**src/rtl/ks_pkg.sv**
```systemverilog
// Shared types and constants for the Kalai-Smorodinsky point selector.
// Used by the channel interfaces, the divider lanes, the merge stage and the top level.
package ks_pkg;

   // objective values, nadir and shadow coordinates
   localparam int VAL_W = 32;
   // 1-based result index, point counter
   localparam int CNT_W = 17;
   // 0-based stored index
   localparam int IDX_W = 16;
   // objective slots carried by one beat
   localparam int OBJ_SLOTS = 4;
   localparam int SLOT_W = $clog2(OBJ_SLOTS);
   // exact difference of two values
   localparam int DIFF_W = VAL_W + 1;

   // register map
   localparam int CSR_IDX_W = 4;
   localparam logic [CSR_IDX_W-1:0] REG_NADIR_0  = CSR_IDX_W'(0);
   localparam logic [CSR_IDX_W-1:0] REG_SHADOW_0 = CSR_IDX_W'(OBJ_SLOTS);
   localparam logic [CSR_IDX_W-1:0] REG_END      = CSR_IDX_W'(2 * OBJ_SLOTS);

   localparam logic signed [VAL_W-1:0] NADIR_RESET  = '0;
   localparam logic signed [VAL_W-1:0] SHADOW_RESET = VAL_W'(65536);

   localparam logic signed [VAL_W-1:0] SAT_MAX = {1'b0, {(VAL_W-1){1'b1}}};
   localparam logic signed [VAL_W-1:0] SAT_MIN = {1'b1, {(VAL_W-1){1'b0}}};

   // what one lane found for its objective
   typedef struct packed {
      logic                    skip;
      logic signed [VAL_W-1:0] ratio;
   } ks_lane_res_type;

   // merge stage control from the sequencer
   typedef struct packed {
      logic load_min;
      logic commit;
      logic last;
   } ks_merge_ctl_type;

   // result of a finished set
   typedef struct packed {
      logic [CNT_W-1:0]        best_index;
      logic signed [VAL_W-1:0] best_score;
      logic                    count_overflow;
   } ks_result_type;

endpackage

```
**src/rtl/ks_if.sv**
```systemverilog
// Valid/ready channel interfaces: candidate points, results and register writes.
// Depends on ks_pkg for field widths.
interface ks_req_if;
   logic                            valid;
   logic                            ready;
   logic signed [ks_pkg::VAL_W-1:0] obj_0;
   logic signed [ks_pkg::VAL_W-1:0] obj_1;
   logic signed [ks_pkg::VAL_W-1:0] obj_2;
   logic signed [ks_pkg::VAL_W-1:0] obj_3;
   logic                            last_point;

   modport source (output valid, obj_0, obj_1, obj_2, obj_3, last_point, input ready);
   modport sink   (input valid, obj_0, obj_1, obj_2, obj_3, last_point, output ready);
endinterface

interface ks_rsp_if;
   logic                            valid;
   logic                            ready;
   logic [ks_pkg::CNT_W-1:0]        best_index;
   logic signed [ks_pkg::VAL_W-1:0] best_score;
   logic                            count_overflow;

   modport source (output valid, best_index, best_score, count_overflow, input ready);
   modport sink   (input valid, best_index, best_score, count_overflow, output ready);
endinterface

interface ks_csr_if;
   logic                         valid;
   logic                         ready;
   logic [ks_pkg::CSR_IDX_W-1:0] index;
   logic [ks_pkg::VAL_W-1:0]     data;

   modport source (output valid, index, data, input ready);
   modport sink   (input valid, index, data, output ready);
endinterface

```
**src/rtl/ks_lane.sv**
```systemverilog
// One objective lane: forms value-nadir over shadow-nadir with a radix-2 restoring
// divider, one quotient bit per cycle, and saturates the result. Depends on ks_pkg.
module ks_lane #(
   parameter int FRAC_BITS = 16
) (
   input  logic                            clock,
   input  logic                            reset,
   input  logic                            start,
   input  logic signed [ks_pkg::VAL_W-1:0] obj,
   input  logic signed [ks_pkg::VAL_W-1:0] nadir,
   input  logic signed [ks_pkg::VAL_W-1:0] shadow,
   output logic                            done,
   output ks_pkg::ks_lane_res_type         res
);
   import ks_pkg::*;

   localparam int WIDE_W = 2 * VAL_W + 1;
   localparam int STEP_W = $clog2(VAL_W);
   localparam logic [STEP_W-1:0] LAST_STEP = STEP_W'(VAL_W - 1);

   logic signed [DIFF_W-1:0] num;
   logic signed [DIFF_W-1:0] den;
   logic [DIFF_W-1:0]        num_mag;
   logic [DIFF_W-1:0]        den_mag;
   logic [WIDE_W-1:0]        wide_num;
   logic [WIDE_W-1:0]        wide_lim;
   logic [DIFF_W:0]          rem_sh;
   logic [DIFF_W:0]          rem_diff;
   logic                     rem_ge;

   logic [DIFF_W-1:0] rem_ff, rem_in;
   logic [VAL_W-1:0]  low_ff;
   logic [DIFF_W-1:0] md_ff;
   logic [VAL_W-1:0]  q_ff;
   logic              neg_ff;
   logic              sat_ff;
   logic              zero_ff;
   logic              num_zero_ff;
   logic              num_neg_ff;
   logic              run_ff, run_in;
   logic              done_ff, done_in;
   logic [STEP_W-1:0] step_ff, step_in;

   // exact differences and magnitudes
   always_comb begin
      num      = {obj[VAL_W-1], obj} - {nadir[VAL_W-1], nadir};
      den      = {shadow[VAL_W-1], shadow} - {nadir[VAL_W-1], nadir};
      num_mag  = num[DIFF_W-1] ? DIFF_W'(-num) : DIFF_W'(num);
      den_mag  = den[DIFF_W-1] ? DIFF_W'(-den) : DIFF_W'(den);
      wide_num = WIDE_W'(num_mag) << FRAC_BITS;
      // quotient reaches 2^32 exactly when the shifted numerator reaches this bound
      wide_lim = WIDE_W'(den_mag) << VAL_W;
   end

   // one restoring step
   always_comb begin
      rem_sh   = {rem_ff, low_ff[VAL_W-1]};
      rem_ge   = rem_sh >= {1'b0, md_ff};
      rem_diff = rem_sh - {1'b0, md_ff};
      rem_in   = rem_ge ? rem_diff[DIFF_W-1:0] : rem_sh[DIFF_W-1:0];
   end

   // sequence the steps
   always_comb begin
      run_in  = run_ff;
      done_in = done_ff;
      step_in = step_ff;
      if (start) begin
         run_in  = 1'b1;
         done_in = 1'b0;
         step_in = '0;
      end else if (run_ff) begin
         step_in = step_ff + 1'b1;
         if (step_ff == LAST_STEP) begin
            run_in  = 1'b0;
            done_in = 1'b1;
         end
      end
   end

   always_ff @(posedge clock) begin
      if (reset) begin
         run_ff  <= 1'b0;
         done_ff <= 1'b0;
         step_ff <= '0;
      end else begin
         run_ff  <= run_in;
         done_ff <= done_in;
         step_ff <= step_in;
      end
   end

   // load operands, then shift one quotient bit per cycle
   always_ff @(posedge clock) begin
      if (start) begin
         rem_ff      <= wide_num[WIDE_W-1:VAL_W];
         low_ff      <= wide_num[VAL_W-1:0];
         md_ff       <= den_mag;
         q_ff        <= '0;
         neg_ff      <= num[DIFF_W-1] ^ den[DIFF_W-1];
         sat_ff      <= wide_num >= wide_lim;
         zero_ff     <= den == '0;
         num_zero_ff <= num == '0;
         num_neg_ff  <= num[DIFF_W-1];
      end else if (run_ff) begin
         rem_ff <= rem_in;
         low_ff <= {low_ff[VAL_W-2:0], 1'b0};
         q_ff   <= {q_ff[VAL_W-2:0], rem_ge};
      end
   end

   // saturate by sign
   always_comb begin
      res.skip  = 1'b0;
      res.ratio = SAT_MAX;
      if (zero_ff) begin
         res.skip  = num_zero_ff;
         res.ratio = num_neg_ff ? SAT_MIN : SAT_MAX;
      end else if (sat_ff) begin
         res.ratio = neg_ff ? SAT_MIN : SAT_MAX;
      end else if (neg_ff) begin
         res.ratio = q_ff[VAL_W-1] ? SAT_MIN : VAL_W'(-q_ff);
      end else begin
         res.ratio = q_ff[VAL_W-1] ? SAT_MAX : q_ff;
      end
   end

   assign done = done_ff;

endmodule

```
**src/rtl/ks_merge.sv**
```systemverilog
// Merge stage: minimum over the lane ratios, then running maximum with its index,
// point counter and overflow flag. Depends on ks_pkg.
module ks_merge #(
   parameter int NUM_OBJ    = 4,
   parameter int MAX_POINTS = 65536
) (
   input  logic                    clock,
   input  logic                    reset,
   input  ks_pkg::ks_merge_ctl_type ctl,
   input  ks_pkg::ks_lane_res_type lane_res [NUM_OBJ],
   output ks_pkg::ks_result_type   result
);
   import ks_pkg::*;

   localparam logic [CNT_W-1:0] MAX_CNT = CNT_W'(MAX_POINTS);

   logic signed [VAL_W-1:0] min_in;
   logic signed [VAL_W-1:0] min_ff;

   logic [CNT_W-1:0]        count_ff, count_in;
   logic signed [VAL_W-1:0] best_ff, best_in;
   logic [IDX_W-1:0]        idx_ff, idx_in;
   logic                    have_ff, have_in;
   logic                    ovf_ff, ovf_in;
   logic                    full;
   logic                    take;

   // minimum over the lanes that take part
   always_comb begin
      min_in = SAT_MAX;
      for (int j = 0; j < NUM_OBJ; j++) begin
         if (!lane_res[j].skip && (lane_res[j].ratio < min_in)) begin
            min_in = lane_res[j].ratio;
         end
      end
   end

   always_ff @(posedge clock) begin
      if (ctl.load_min) begin
         min_ff <= min_in;
      end
   end

   // fold this point into the running best; drop it once the set is full
   always_comb begin
      full     = count_ff >= MAX_CNT;
      take     = !full && (!have_ff || (min_ff > best_ff));
      best_in  = take ? min_ff : best_ff;
      idx_in   = take ? count_ff[IDX_W-1:0] : idx_ff;
      have_in  = have_ff | take;
      count_in = full ? count_ff : count_ff + 1'b1;
      ovf_in   = ovf_ff | full;
      result.best_index     = CNT_W'(idx_in) + 1'b1;
      result.best_score     = best_in;
      result.count_overflow = ovf_in;
   end

   always_ff @(posedge clock) begin
      if (reset || (ctl.commit && ctl.last)) begin
         count_ff <= '0;
         best_ff  <= SAT_MIN;
         idx_ff   <= '0;
         have_ff  <= 1'b0;
         ovf_ff   <= 1'b0;
      end else if (ctl.commit) begin
         count_ff <= count_in;
         best_ff  <= best_in;
         idx_ff   <= idx_in;
         have_ff  <= have_in;
         ovf_ff   <= ovf_in;
      end
   end

endmodule

```
**src/rtl/kalai_smorodinsky_select.sv**
```systemverilog
// Top level of the Kalai-Smorodinsky point selector: registers, sequencer,
// divider lanes and merge stage. Depends on ks_pkg, ks_if, ks_lane, ks_merge.
//
//   channel  dir  beat carries
//   req      in   obj_0..obj_3, last_point (one candidate point)
//   rsp      out  best_index, best_score, count_overflow (end of set)
//   csr      in   index, data (register write, always ready)
//
// Between one accept and the next a point passes through a load of the operands, 32
// quotient steps of the radix-2 divider in each lane, the lane minimum and the fold
// into the running best; a new point is accepted only once the last one is folded.
// Reset is synchronous and clears the sequencer, the set state and the registers.
// A point that ends a set waits in the fold cycle while the previous result is
// still unread; a new point is taken in while a result waits.
module kalai_smorodinsky_select #(
   parameter int NUM_OBJ    = 4,
   parameter int MAX_POINTS = 65536,
   parameter int FRAC_BITS  = 16
) (
   input logic    clock,
   input logic    reset,
   ks_req_if.sink   req,
   ks_rsp_if.source rsp,
   ks_csr_if.sink   csr
);
   import ks_pkg::*;

   typedef enum logic [1:0] {
      ST_IDLE,
      ST_RUN,
      ST_COMMIT
   } state_type;

   state_type state_ff;
   logic      last_ff;

   logic signed [VAL_W-1:0] nadir_ff  [OBJ_SLOTS];
   logic signed [VAL_W-1:0] shadow_ff [OBJ_SLOTS];
   logic signed [VAL_W-1:0] obj_arr   [OBJ_SLOTS];

   ks_lane_res_type  lane_res  [NUM_OBJ];
   logic [NUM_OBJ-1:0] lane_done;
   ks_merge_ctl_type merge_ctl;
   ks_result_type    merge_res;

   logic                    rsp_valid_ff;
   logic [CNT_W-1:0]        rsp_index_ff;
   logic signed [VAL_W-1:0] rsp_score_ff;
   logic                    rsp_ovf_ff;

   logic req_beat;
   logic slot_free;
   logic csr_beat;

   assign req.ready = state_ff == ST_IDLE;
   assign req_beat  = req.valid && req.ready;
   assign slot_free = !rsp_valid_ff || rsp.ready;
   assign csr.ready = 1'b1;
   assign csr_beat  = csr.valid && csr.ready;

   assign obj_arr[0] = req.obj_0;
   assign obj_arr[1] = req.obj_1;
   assign obj_arr[2] = req.obj_2;
   assign obj_arr[3] = req.obj_3;

   // register writes; indexes past the map are dropped
   always_ff @(posedge clock) begin
      if (reset) begin
         for (int j = 0; j < OBJ_SLOTS; j++) begin
            nadir_ff[j]  <= NADIR_RESET;
            shadow_ff[j] <= SHADOW_RESET;
         end
      end else if (csr_beat) begin
         if (csr.index < REG_SHADOW_0) begin
            nadir_ff[SLOT_W'(csr.index - REG_NADIR_0)] <= csr.data;
         end else if (csr.index < REG_END) begin
            shadow_ff[SLOT_W'(csr.index - REG_SHADOW_0)] <= csr.data;
         end
      end
   end

   // one divider lane per objective
   for (genvar g = 0; g < NUM_OBJ; g++) begin : g_lane
      ks_lane #(
         .FRAC_BITS(FRAC_BITS)
      ) u_lane (
         .clock (clock),
         .reset (reset),
         .start (req_beat),
         .obj   (obj_arr[g]),
         .nadir (nadir_ff[g]),
         .shadow(shadow_ff[g]),
         .done  (lane_done[g]),
         .res   (lane_res[g])
      );
   end

   always_comb begin
      merge_ctl.load_min = (state_ff == ST_RUN) && (&lane_done);
      merge_ctl.commit   = (state_ff == ST_COMMIT) && (!last_ff || slot_free);
      merge_ctl.last     = last_ff;
   end

   ks_merge #(
      .NUM_OBJ   (NUM_OBJ),
      .MAX_POINTS(MAX_POINTS)
   ) u_merge (
      .clock   (clock),
      .reset   (reset),
      .ctl     (merge_ctl),
      .lane_res(lane_res),
      .result  (merge_res)
   );

   // sequencer and result register
   always_ff @(posedge clock) begin
      if (reset) begin
         state_ff     <= ST_IDLE;
         rsp_valid_ff <= 1'b0;
      end else begin
         // drop the taken result unless a new one lands in the same cycle
         if (rsp_valid_ff && rsp.ready && !(merge_ctl.commit && last_ff)) begin
            rsp_valid_ff <= 1'b0;
         end
         unique case (state_ff)
            ST_IDLE: begin
               if (req_beat) begin
                  last_ff  <= req.last_point;
                  state_ff <= ST_RUN;
               end
            end
            ST_RUN: begin
               if (&lane_done) begin
                  state_ff <= ST_COMMIT;
               end
            end
            ST_COMMIT: begin
               if (merge_ctl.commit) begin
                  if (last_ff) begin
                     rsp_valid_ff <= 1'b1;
                     rsp_index_ff <= merge_res.best_index;
                     rsp_score_ff <= merge_res.best_score;
                     rsp_ovf_ff   <= merge_res.count_overflow;
                  end
                  state_ff <= ST_IDLE;
               end
            end
            default: state_ff <= ST_IDLE;
         endcase
      end
   end

   assign rsp.valid          = rsp_valid_ff;
   assign rsp.best_index     = rsp_index_ff;
   assign rsp.best_score     = rsp_score_ff;
   assign rsp.count_overflow = rsp_ovf_ff;

endmodule
```
**src/flat_wrapper.sv**
```systemverilog
// flat-port wrapper written by rule: the top's interface ports become plain ports
module kalai_smorodinsky_select_flat import ks_pkg::*;
#(
   parameter int NUM_OBJ    = 4,
   parameter int MAX_POINTS = 65536,
   parameter int FRAC_BITS  = 16
)
  (clock, reset, req_valid, req_obj_0, req_obj_1, req_obj_2, req_obj_3, req_last_point, req_ready, rsp_valid, rsp_best_index, rsp_best_score, rsp_count_overflow, rsp_ready, csr_valid, csr_index, csr_data, csr_ready);
  ks_req_if req_i ();
  ks_rsp_if rsp_i ();
  ks_csr_if csr_i ();
  input logic clock;
  input logic reset;
  input wire logic [$bits(req_i.valid)-1:0] req_valid;
  input wire logic [$bits(req_i.obj_0)-1:0] req_obj_0;
  input wire logic [$bits(req_i.obj_1)-1:0] req_obj_1;
  input wire logic [$bits(req_i.obj_2)-1:0] req_obj_2;
  input wire logic [$bits(req_i.obj_3)-1:0] req_obj_3;
  input wire logic [$bits(req_i.last_point)-1:0] req_last_point;
  output wire logic [$bits(req_i.ready)-1:0] req_ready;
  output wire logic [$bits(rsp_i.valid)-1:0] rsp_valid;
  output wire logic [$bits(rsp_i.best_index)-1:0] rsp_best_index;
  output wire logic [$bits(rsp_i.best_score)-1:0] rsp_best_score;
  output wire logic [$bits(rsp_i.count_overflow)-1:0] rsp_count_overflow;
  input wire logic [$bits(rsp_i.ready)-1:0] rsp_ready;
  input wire logic [$bits(csr_i.valid)-1:0] csr_valid;
  input wire logic [$bits(csr_i.index)-1:0] csr_index;
  input wire logic [$bits(csr_i.data)-1:0] csr_data;
  output wire logic [$bits(csr_i.ready)-1:0] csr_ready;
  assign req_i.valid = req_valid;
  assign req_i.obj_0 = req_obj_0;
  assign req_i.obj_1 = req_obj_1;
  assign req_i.obj_2 = req_obj_2;
  assign req_i.obj_3 = req_obj_3;
  assign req_i.last_point = req_last_point;
  assign req_ready = req_i.ready;
  assign rsp_valid = rsp_i.valid;
  assign rsp_best_index = rsp_i.best_index;
  assign rsp_best_score = rsp_i.best_score;
  assign rsp_count_overflow = rsp_i.count_overflow;
  assign rsp_i.ready = rsp_ready;
  assign csr_i.valid = csr_valid;
  assign csr_i.index = csr_index;
  assign csr_i.data = csr_data;
  assign csr_ready = csr_i.ready;
  kalai_smorodinsky_select #(.NUM_OBJ(NUM_OBJ), .MAX_POINTS(MAX_POINTS), .FRAC_BITS(FRAC_BITS)) u_core (.clock(clock), .reset(reset), .req(req_i), .rsp(rsp_i), .csr(csr_i));
endmodule
```
**config.mk**
```make
export PLATFORM = sky130hd
export DESIGN_NAME = kalai_smorodinsky_select_flat
export DESIGN_NICKNAME = d
export VERILOG_FILES = /design/src/rtl/ks_pkg.sv /design/src/rtl/ks_if.sv /design/src/rtl/ks_lane.sv /design/src/rtl/ks_merge.sv /design/src/rtl/kalai_smorodinsky_select.sv /design/src/flat_wrapper.sv
export SDC_FILE = /design/constraint.sdc
export NUM_CORES = 2
export LEC_CHECK = 0
export ABC_CLOCK_PERIOD_IN_PS = 13200
export BUFFER_PORTS_ARGS = -buffer_cell sky130_fd_sc_hd__buf_2
export CAP_MARGIN = 0
export CORE_MARGIN = 8
export CORE_UTILIZATION = 54
export CTS_CLUSTER_DIAMETER = 50
export CTS_CLUSTER_SIZE = 14
export DETAILED_ROUTE_END_ITERATION = 16
export PLACE_DENSITY = 0.71
export SLEW_MARGIN = 5
export SYNTH_ARGS = -nofsm -noshare
export SYNTH_HDL_FRONTEND = slang
export SYNTH_SLANG_ARGS = --single-unit
```
**constraint.sdc**
```tcl
create_clock -name clock -period 13.2 [get_ports clock]
set_input_delay 2.64 -clock clock [delete_from_list [all_inputs] [get_ports clock]]
set_output_delay 2.64 -clock clock [all_outputs]
set_load 0.005 [all_outputs]
```
==> reports/summary.txt <==
Synth async-reset ratio: 0%
Max-slew headroom: 19.9%
Grt met1 use: 38.5%
GRT busiest layer: met2
Core area: 0.133 mm²
Largest net degree at the start of global routing: 109
Setup Buffers After CTS: 0
Seq/Total Area, Yosys: 33.9%
Synth cell count leaders: 957 x nor2_1, 624 x a21oi_1, 623 x edfxtp_1
Int Power: 7.60 mW
Hold Crit Depth: 2
Routed Antenna Nets: 0
Min cycle time layout: 12.15 ns
Row count: 134
Critical Path Max Stage Delay: 0.75 ns
Synth top area cells: edfxtp_1 26%, ha_1 10%, dfxtp_1 8.0%, nor2_1 5.0%, xnor2_1 4.4%
Syn avg cell area: 8.58 µm²
Pre-CTS WS: 0.720 ns
Switching power: 4.92 mW
R2R cell count: 50
WP data arrival: 12.62 ns
CP endpoint kind: flop
Overall Global Routing Usage: 27.4%
Remaining global-route overflow: 0
Vias in the first global route: 57700
Max Root-Sink Buffers: 3
Post-synth EDFFs: 623
Primary FF master, synth: edfxtp_1
Number of vias per cell: 6.01
Boundary Pins: 223
Detailed-router iteration count before antenna repair: 6
Vias: 62400
Clock Latency Late Sink: 0.76 ns
RSZ-0062 raised after global routing: false
CTS sink cnt: 913
Clock skew: 0.0526 ns
Met2 global-route usage: 43.2%
Worst-margin pin slew: 1.19 ns
CP startpoint kind: flop
Max H-tree Level: 3
Worst Path Required: 13.67 ns
Syn_nets: 9205
Comb power frac: 44.6%
Area leader, netlist: edfxtp_1
CTS root buf: clkbuf_16
Overall routed net length: 210000 µm
Final setup violation count: 0
Mapped Area: 0.0723 mm²
CTS buffer count: 112
Die area: 0.146 mm²
DP HPWL: 163000 µm
Final worst slack: 1.05 ns
Max Cap Viol: 0
Port bufs: 221
PD cells: 158 mW/mm²
TNS Setup: 0 ns
Nets: 9281
Hold Vio Cnt, Final: 0
Area Growth Syn to Fin: 9.58%
Final period util: 92.1%
Clock power share: 26.2%
Status: finished clean
CTS tree: done
Hold Path Sink: u_core.u_merge.idx_ff[15]
Die H: 382 µm
Switching part of the total: 39.3%
Yosys reg bits: 913
Mapped Cells: 8419
Yosys warning count: 0
Seq pwr share: 29.1%
Maximum vdd drop: 0.000115 V
Slowest stage cell, crit path: o21ai_2
Hold_sp: u_core.u_merge.idx_ff[15]
Synth top area share: 25.9%
CP Class: flop to flop
R2R Path Start: u_core.g_lane[0].u_lane.q_ff[0]
Routed wire per std cell: 20.3 µm
Met3 GRT Util: 3.40%
First-pass GRT wire length: 325000 µm
Max FO, Critical Path: 22
Post-route DRC violation count: 0
Layout cells sized above 1: 7.90%
Most frequent cell after synthesis: nor2_1
R2R Path End: u_core.u_merge.min_ff[28]
Clk slew on worst S/H paths: 0.06 ns
Starting Density: 54.3%
Gp weighted congestion: 0.994
Yosys cell types: 116
Antenna violations before repair: 18
Fmax: 82.3 MHz
DR iter-0 viols: 5233
Fin util: 59.5%
Leakage: 33.1 nW
Worst R2R Setup Slack: 1.05 ns
Hold Path Class: flop to flop
Die Wd: 382 µm
Pins over their slew limit: 0
[sequential cells by signal, indices dropped and copies added, names as in the netlist, 17 cells and up]
name,cells
u_core.shadow_ff,128
u_core.u_merge.best_ff,32
u_core.u_merge.count_ff,17
u_core.g_lane.u_lane.rem_ff,132
u_core.rsp.best_index,17
u_core.g_lane.u_lane.step_ff,20
u_core.u_merge.min_ff,32
u_core.g_lane.u_lane.md_ff,132
u_core.rsp.best_score,32
u_core.nadir_ff,128
u_core.g_lane.u_lane.q_ff,128
u_core.g_lane.u_lane.low_ff,64
[worst max-delay path, delay by kind of cell, from the launching register on]
family,cells,cell delay [ns]
buffers and inverters,4,0.70
DFF,1,0.37
xor gates and xnor gates,1,0.18
muxes,2,0.62
and+or+nand+nor,18,3.63
AOI/OAI and AO/OA,22,5.45
adders and majority gates,3,0.91
[kinds of logic after synthesis]
kind of cell,count (synthesis),share of synthesized area (%)
adder cells (fa/ha/maj),616,10.8
multiplexers,272,3.84
XOR/XNOR,620,7.51
AND/OR/NAND/NOR,2903,19.9
AO/OA/AOI/OAI,2163,19.2
other,1,0.00519
buffers and inverters,931,4.86
flip-flops,913,33.9
[cell usage in the layout, fill, tap and decap left out, types with 259 or more instances in the layout]
cell type	instances
and2_1	278
nor2_1	956
xor2_1	259
edfxtp_1	623
ha_1	604
dfxtp_1	286
inv_1	600
xnor2_1	361
a21oi_1	623
o21ai_0	530
nand2_1	557
[final cells by class]
| type | count | area [µm²] |
|---|---|---|
| fill | 11800 | 53900 |
| multi-input combinational | 6575 | 44400 |
| sequential | 913 | 24500 |
| clock buffer | 130 | 2980 |
| inverter | 603 | 2270 |
| tap | 1768 | 2210 |
| timing repair buffer | 290 | 1640 |
| clock inverter | 83 | 1090 |
| antenna | 14 | 35.0 |
[power groups by stage]
| stage | combinational (mW) | clock, mW | sequential, mW |
|---|---|---|---|
| 3_5_place_dp | 5.47 | 0 | 3.71 |
| 4_1_cts | 5.52 | 3.34 | 3.65 |
| 2_1_floorplan | 4.16 | 0 | 3.65 |
| 5_1_grt | 6.20 | 3.45 | 3.68 |
| 6_report | 5.59 | 3.28 | 3.65 |
| 3_3_place_gp | 5.35 | 0 | 3.70 |
[worst max path at each step]
stage | startpoint | to | depth (start not counted)
2_1_floorplan | u_core.g_lane[0].u_lane.q_ff[0] | u_core.u_merge.min_ff[3] | 51
3_3_place_gp | u_core.g_lane[0].u_lane.q_ff[0] | u_core.u_merge.min_ff[24] | 51
3_5_place_dp | u_core.g_lane[0].u_lane.q_ff[0] | u_core.u_merge.min_ff[24] | 51
4_1_cts | u_core.g_lane[0].u_lane.q_ff[0] | u_core.u_merge.min_ff[28] | 51
5_1_grt | u_core.g_lane[0].u_lane.q_ff[0] | u_core.u_merge.min_ff[23] | 52
6_report | u_core.g_lane[0].u_lane.q_ff[0] | u_core.u_merge.min_ff[28] | 50
[routing by layer]
metal  wire [µm]  share of wire, %  vias to the layer above
met5          13            0.0062                        -
li1            -                 -                    30600
met3       13100               6.2                      388
met1       94600                45                    29400
met2       93700                45                     2018
met4        8990               4.3                        2
[timing repair]
item,4_1_cts,5_1_grt
endpoints found under the setup margin,0,32
resized for setup,0,6
hold buffers,0,0
[metrics by stage]
| step | instance area [µm²] | hold WS, ns | instances | power [mW] |
|---|---|---|---|---|
| 6_report | 79200 | 0.473 | 10400 | 12.5 |
| 3_5_place_dp | 75100 | 0.463 | 10100 | 9.18 |
| 4_1_cts | 79100 | 0.477 | 10400 | 12.5 |
| 2_1_floorplan | 72300 | 0.429 | 8419 | 7.81 |
| 5_1_grt | 79200 | 0.501 | 10400 | 13.3 |
| 3_3_place_gp | 75100 | 0.440 | 10100 | 9.05 |
(Power assumes the default switching activity.)
